==> src/rtl/ctld_pkg.sv <==
// ctld_pkg: shared constants, types and helpers for cursor_to_look_direction
// used by ctld_cordic, ctld_mul and the top level; no dependencies
package ctld_pkg;

	localparam int CORDIC_STEPS  = 16;
	localparam int OUT_FRAC_BITS = 14;

	localparam int ATAN_DEPTH = 30;
	localparam int ATAN_W     = $clog2(ATAN_DEPTH);

	localparam int ANG_W   = 32;
	localparam int VAL_W   = 32;
	localparam int DIFF_W  = 33;
	localparam int TPU_W   = 28;
	localparam int PROD_W  = DIFF_W + VAL_W;
	localparam int DIR_W   = 16;

	localparam logic signed [VAL_W-1:0] CORDIC_GAIN = 32'sh26DD3B6A;
	localparam logic [ANG_W-1:0]        EIGHTH_TURN = 32'h2000_0000;

	localparam int SH_PROD = 60 - OUT_FRAC_BITS;
	localparam int SH_SIN  = 30 - OUT_FRAC_BITS;

	localparam logic signed [PROD_W-1:0] RND_PROD =
		(SH_PROD > 0) ? (PROD_W'(1) <<< (SH_PROD - 1)) : '0;
	localparam logic signed [PROD_W-1:0] RND_SIN =
		(SH_SIN > 0) ? (PROD_W'(1) <<< (SH_SIN - 1)) : '0;
	localparam logic signed [PROD_W-1:0] OUT_LIM = PROD_W'(1) <<< OUT_FRAC_BITS;

	localparam logic [ANG_W-1:0] ATAN_TAB [ATAN_DEPTH] = '{
		32'h20000000, 32'h12E4051E, 32'h09FB385B, 32'h051111D4, 32'h028B0D43,
		32'h0145D7E1, 32'h00A2F61E, 32'h00517C55, 32'h0028BE53, 32'h00145F2F,
		32'h000A2F98, 32'h000517CC, 32'h00028BE6, 32'h000145F3, 32'h0000A2F9,
		32'h0000517C, 32'h000028BE, 32'h0000145F, 32'h00000A2F, 32'h00000517,
		32'h0000028B, 32'h00000145, 32'h000000A2, 32'h00000051, 32'h00000028,
		32'h00000014, 32'h0000000A, 32'h00000005, 32'h00000002, 32'h00000001
	};

	typedef struct packed {
		logic                    done;
		logic signed [VAL_W-1:0] cos_v;
		logic signed [VAL_W-1:0] sin_v;
	} sc_res_t;

	function automatic logic [DIR_W-1:0] sat_out(input logic signed [PROD_W-1:0] v);
		logic signed [PROD_W-1:0] r;
		begin
			r = v;
			if (v > OUT_LIM) begin
				r = OUT_LIM;
			end else if (v < -OUT_LIM) begin
				r = -OUT_LIM;
			end
			return r[DIR_W-1:0];
		end
	endfunction

endpackage

==> src/rtl/ctld_mul.sv <==
// ctld_mul: shared signed multiplier with registered product
// depends on ctld_pkg
module ctld_mul import ctld_pkg::*; (
	input  logic                     clk,
	input  logic signed [DIFF_W-1:0] a,
	input  logic signed [VAL_W-1:0]  b,
	output logic signed [PROD_W-1:0] p_q
);

	always_ff @(posedge clk) begin
		p_q <= PROD_W'(a) * PROD_W'(b);
	end

endmodule

==> config.mk <==
export PLATFORM = sky130hd
export DESIGN_NAME = ctld_mul
export DESIGN_NICKNAME = d
export VERILOG_FILES = /design/src/rtl/ctld_pkg.sv /design/src/rtl/ctld_mul.sv
export SDC_FILE = /design/constraint.sdc
export NUM_CORES = 2
export LEC_CHECK = 0
export CAP_MARGIN = 20
export CORE_MARGIN = 3
export CORE_UTILIZATION = 65
export CTS_CLUSTER_SIZE = 10
export DETAILED_ROUTE_END_ITERATION = 7
export DONT_BUFFER_PORTS = 1
export GPL_TIMING_DRIVEN = 0
export MAX_ROUTING_LAYER = met4
export PLACE_DENSITY_LB_ADDON = 0.12
export SYNTH_ARGS = -nofsm -noshare
export SYNTH_HDL_FRONTEND = slang
export SYNTH_SLANG_ARGS = --single-unit
==> constraint.sdc <==
create_clock -name clk -period 10.7 [get_ports clk]
set_clock_uncertainty 0.1 [all_clocks]
set_input_delay 0 -clock clk [delete_from_list [all_inputs] [get_ports clk]]
set_output_delay 0 -clock clk [all_outputs]
set_load 0.005 [all_outputs]
# After elaboration in Yosys (flattened, before gate mapping)
# Index checks and enable logic that the tools add are counted.
# totals
reg_bits	65
out_inout_bits	65
word_cells	2
# classes
mul	1
# ops
op	count
$mul A33 B32 Y65	1

# Longest topological paths before layout
# logic_depth
depth_word	1
depth_mapped	29
mapped_depth_nobuf	27

# Least setup slack after synthesis
# Ideal clock, no wire load.
# synth_path
kind	input to register
startpoint	input a[32]
endpoint	register p_q[64]
setup_ns	0.072
arrival_ns	7.272
required_ns	10.528
slack_ns	3.256
path_stages	26
path_buffers	1
path_cell_list	clkbuf_1 > nand2_1 > inv_1 > fa_1 > inv_1 > fa_1 > inv_1 > fa_1 > fa_1 > inv_1 > fa_1 > inv_1 > fa_1 > inv_1 > fa_1 > inv_1 > fa_1 > ha_1 > and3_1 > and2_1 > a221o_1 > a22o_1 > a31oi_1 > o311ai_1 > o211ai_1 > xnor2_1
# synth_via
elab_chain_cells	1
# synth_lines
element	line	rtl
from (decl)	ctld_mul.sv:5	input logic signed [DIFF_W-1:0] a,
$mul A33 B32 Y65	ctld_mul.sv:11	p_q <= PROD_W'(a) * PROD_W'(b);
to (signal assigned)	ctld_mul.sv:11	
to (decl)	ctld_mul.sv:7	output logic signed [PROD_W-1:0] p_q
# No other way between the ends.

# Worst setup path in the final report
# layout_path
startpoint	input b[7]
endpoint	register p_q[61]
# layout_via
elab_chain_cells	1
# layout_lines
element	line	rtl
from (decl)	ctld_mul.sv:6	input logic signed [VAL_W-1:0] b,
$mul A33 B32 Y65	ctld_mul.sv:11	
# No other way between the ends.

==> results.py <==
metrics = {
    "floorplan": {
        "starting_density_of_the_core_pct": 66.0,
        "core.rowCount": 88,
        "fp.dieH_um": 249,
        "die_width_um": 249,
        "fp.coreArea_um2": 57900,
        "die-area_um2": 61800,
        "io_pins": 131,
    },
    "route": {
        "totalWireLength_mm": 134,
        "ant_nets": 0,
        "route.detailed.vias_per_inst": 5.94,
        "route.detailed.wl_per_inst_um": 27.8,
        "via_count": 28600,
        "detail_route.drc_violations": 0,
        "drt_iter0_markers": 2958,
        "dr.pass1.iters": 8,
    },
    "synthesis": {
        "synth-edff-count": 0,
        "synth.top_cells.by_area": "fa_1, inv_1, and2_1",
        "yosys.cell_count.top_type": "fa_1",
        "synth_top_area_share_pct": 58.2,
        "postSynthCellCount": 4014,
        "post_synth_instance_area_um2": 38200,
        "async_reset_ff_share_pct": 0,
        "synth-seq-area-share_pct": 3.40,
        "postSynthNetCount": 5378,
        "synth_area_leader": "fa_1",
        "post_synth_num_cell_types": 55,
        "synthFlopType": "dfxtp_1",
        "synth_top_cells_by_count": "fa_1, inv_1, nand2_1",
        "ys_seq_elements": 65,
        "synthesis.area_per_instance_um2": 9.53,
        "yosys_warnings": 0,
    },
    "clocking": {
        "clock-sinks": 65,
        "cts_buffer_depth": 2,
        "tritoncts": "done",
        "worst_setup_hold_path_clk_slew_ns": 0.07,
        "ctsRootBufferMaster": "clkbuf_16",
        "post_cts.repair.setup_buffers": 0,
        "cts.htree.levels": 3,
        "cts_buffers": 9,
        "cts_resized": 0,
    },
    "final_layout": {
        "multiInputGateArea_um2": 32500,
        "drive_gt1_share_pct": 0.595,
        "regArea_um2": 1300,
        "fill_cells": 4698,
        "largest_register_ffs": 65,
        "top_register": "p_q",
        "num-nets-final": 5395,
        "layout-area-overhead-vs-synth_pct": 3.50,
        "reg.largest.list": "p_q x65",
    },
    "sta": {
        "setup_violations": 0,
        "rsz0062_at_grt": "false",
        "min_period_over_period_pct": 86.0,
        "final-hold-violation-count": 1,
        "maxSlewViolCount": 0,
        "min_clock_period_post_route_ns": 9.21,
        "tightestPinTransition_ns": 1.33,
        "fmax_mhz": 109,
        "fin_setup_tns_ns": 0,
        "worst_slew_margin_rel_pct": 11.2,
        "worst_hold_slack_ns": -0.00420,
    },
    "critical_path": {
        "cp.required_ns": 10.89,
        "startpoint_type_of_the_worst_setup_path": "primary input",
        "path_class": "primary input to flip-flop",
        "critical_path_peak_fanout": 10,
        "endpoint_class_of_the_critical_path": "flip-flop",
        "arrival_ns": 9.40,
    },
    "grt": {
        "maximum_number_of_pins_on_one_net_before_global_route_repair": 24,
        "track_usage_pct": 46.6,
        "grt_pass1_wl_mm": 200,
        "first_global_vias": 31100,
        "antenna_violations_before_repair": 12,
        "globalRouteOverflowTotal": 0,
    },
    "flow_run": {
        "drv_cap": 0,
    },
    "place": {
        "dpl.hpwl_mm": 116,
        "portBuffers": 0,
        "gp_congestion": 1.11,
    },
    "run_status": {
        "violations": "hold timing",
        "status": "finished, violations left",
    },
    "worst_hold_path": {
        "min-delay-path-class": "primary input to flip-flop",
    },
}
[area by class of cell]
type | instances | share of cell area (%)
timing repair buffer | 6 | 0.117
sequential | 65 | 3.29
clock buffer | 11 | 0.588
multi-input combinational | 2749 | 82.0
buffer | 211 | 2.00
tap | 765 | 2.42
inverter | 989 | 9.38
antenna | 20 | 0.126
clock inverter | 4 | 0.114
[cells by family (layout without fill, tap and decap cells)]
logic type	Yosys count	in the layout	synth area share (%)
buffers and inverters	1200	1221	11.8
flip-flops	65	65	3.40
AO/OA/AOI/OAI	202	202	3.47
XOR/XNOR	74	74	1.69
AND/OR/NAND/NOR	1175	1175	15.4
other	0	20	0
adder cells (fa/ha/maj)	1298	1298	64.3
[metal layers]
layer	up-vias	global-route usage (%)	routed length, um
met4	0	30.7	12500
met5	-	-	0
li1	11500	-	-
met3	539	13.3	15500
met2	1826	69.2	60100
met1	14800	56.0	46000
[through the flow]
step / utilization [%] / area (um2) / setup WS (ns) / instances
final: 68.4 / 39600 / 1.49 / 4820
after global routing: 68.3 / 39600 / 1.24 / 4811
after CTS: 68.3 / 39500 / 1.64 / 4800
after detailed placement: 67.7 / 39200 / 1.24 / 4782
after global placement: 67.7 / 39200 / 1.06 / 4779
after floorplan: - / 38200 / 3.26 / 4014
[worst paths after layout]
kind	slack, ns	to	from	cells past startpoint
worst max-delay path	1.49	p_q[61]	b[7]	25
worst min-delay path	-0.004	p_q[2]	b[1]	4
[cell usage in the layout (no fill, tap or decap), types with 47 or more instances in the layout]
| cell | instances |
|---|---|
| a21oi_1 | 70 |
| xnor2_1 | 47 |
| nand2_1 | 536 |
| clkbuf_1 | 212 |
| nor2_1 | 47 |
| fa_1 | 1111 |
| inv_1 | 989 |
| ha_1 | 186 |
| and2_1 | 531 |
| dfxtp_1 | 65 |
[what timing repair did]
| item | CTS | global route |
|---|---|---|
| setup endpoints to repair | 0 | 0 |
| hold buffers | 3 | 0 |
| hold endpoints to repair | 3 | 0 |
[critical path, stage by stage]
cell and delay [ns]:
clkbuf_1 0.78, and2_1 0.27, fa_1 0.48, fa_1 0.51, fa_1 0.54, inv_1 0.06, fa_1 0.47, inv_1 0.05
fa_1 0.50, inv_1 0.05, fa_1 0.53, inv_1 0.05, fa_1 0.45, fa_1 0.55, ha_1 0.38, a21o_1 0.21
a31oi_1 0.23, nor2_1 0.08, a211oi_1 0.51, a21oi_1 0.42, o2111ai_1 0.73, nand2_1 0.24, a2111oi_0 0.88, o41ai_1 0.23
xor2_1 0.18
Power is left out: the tool's default activity adds up to more than one toggle a clock period on the data nets, which glitch-free logic cannot reach.
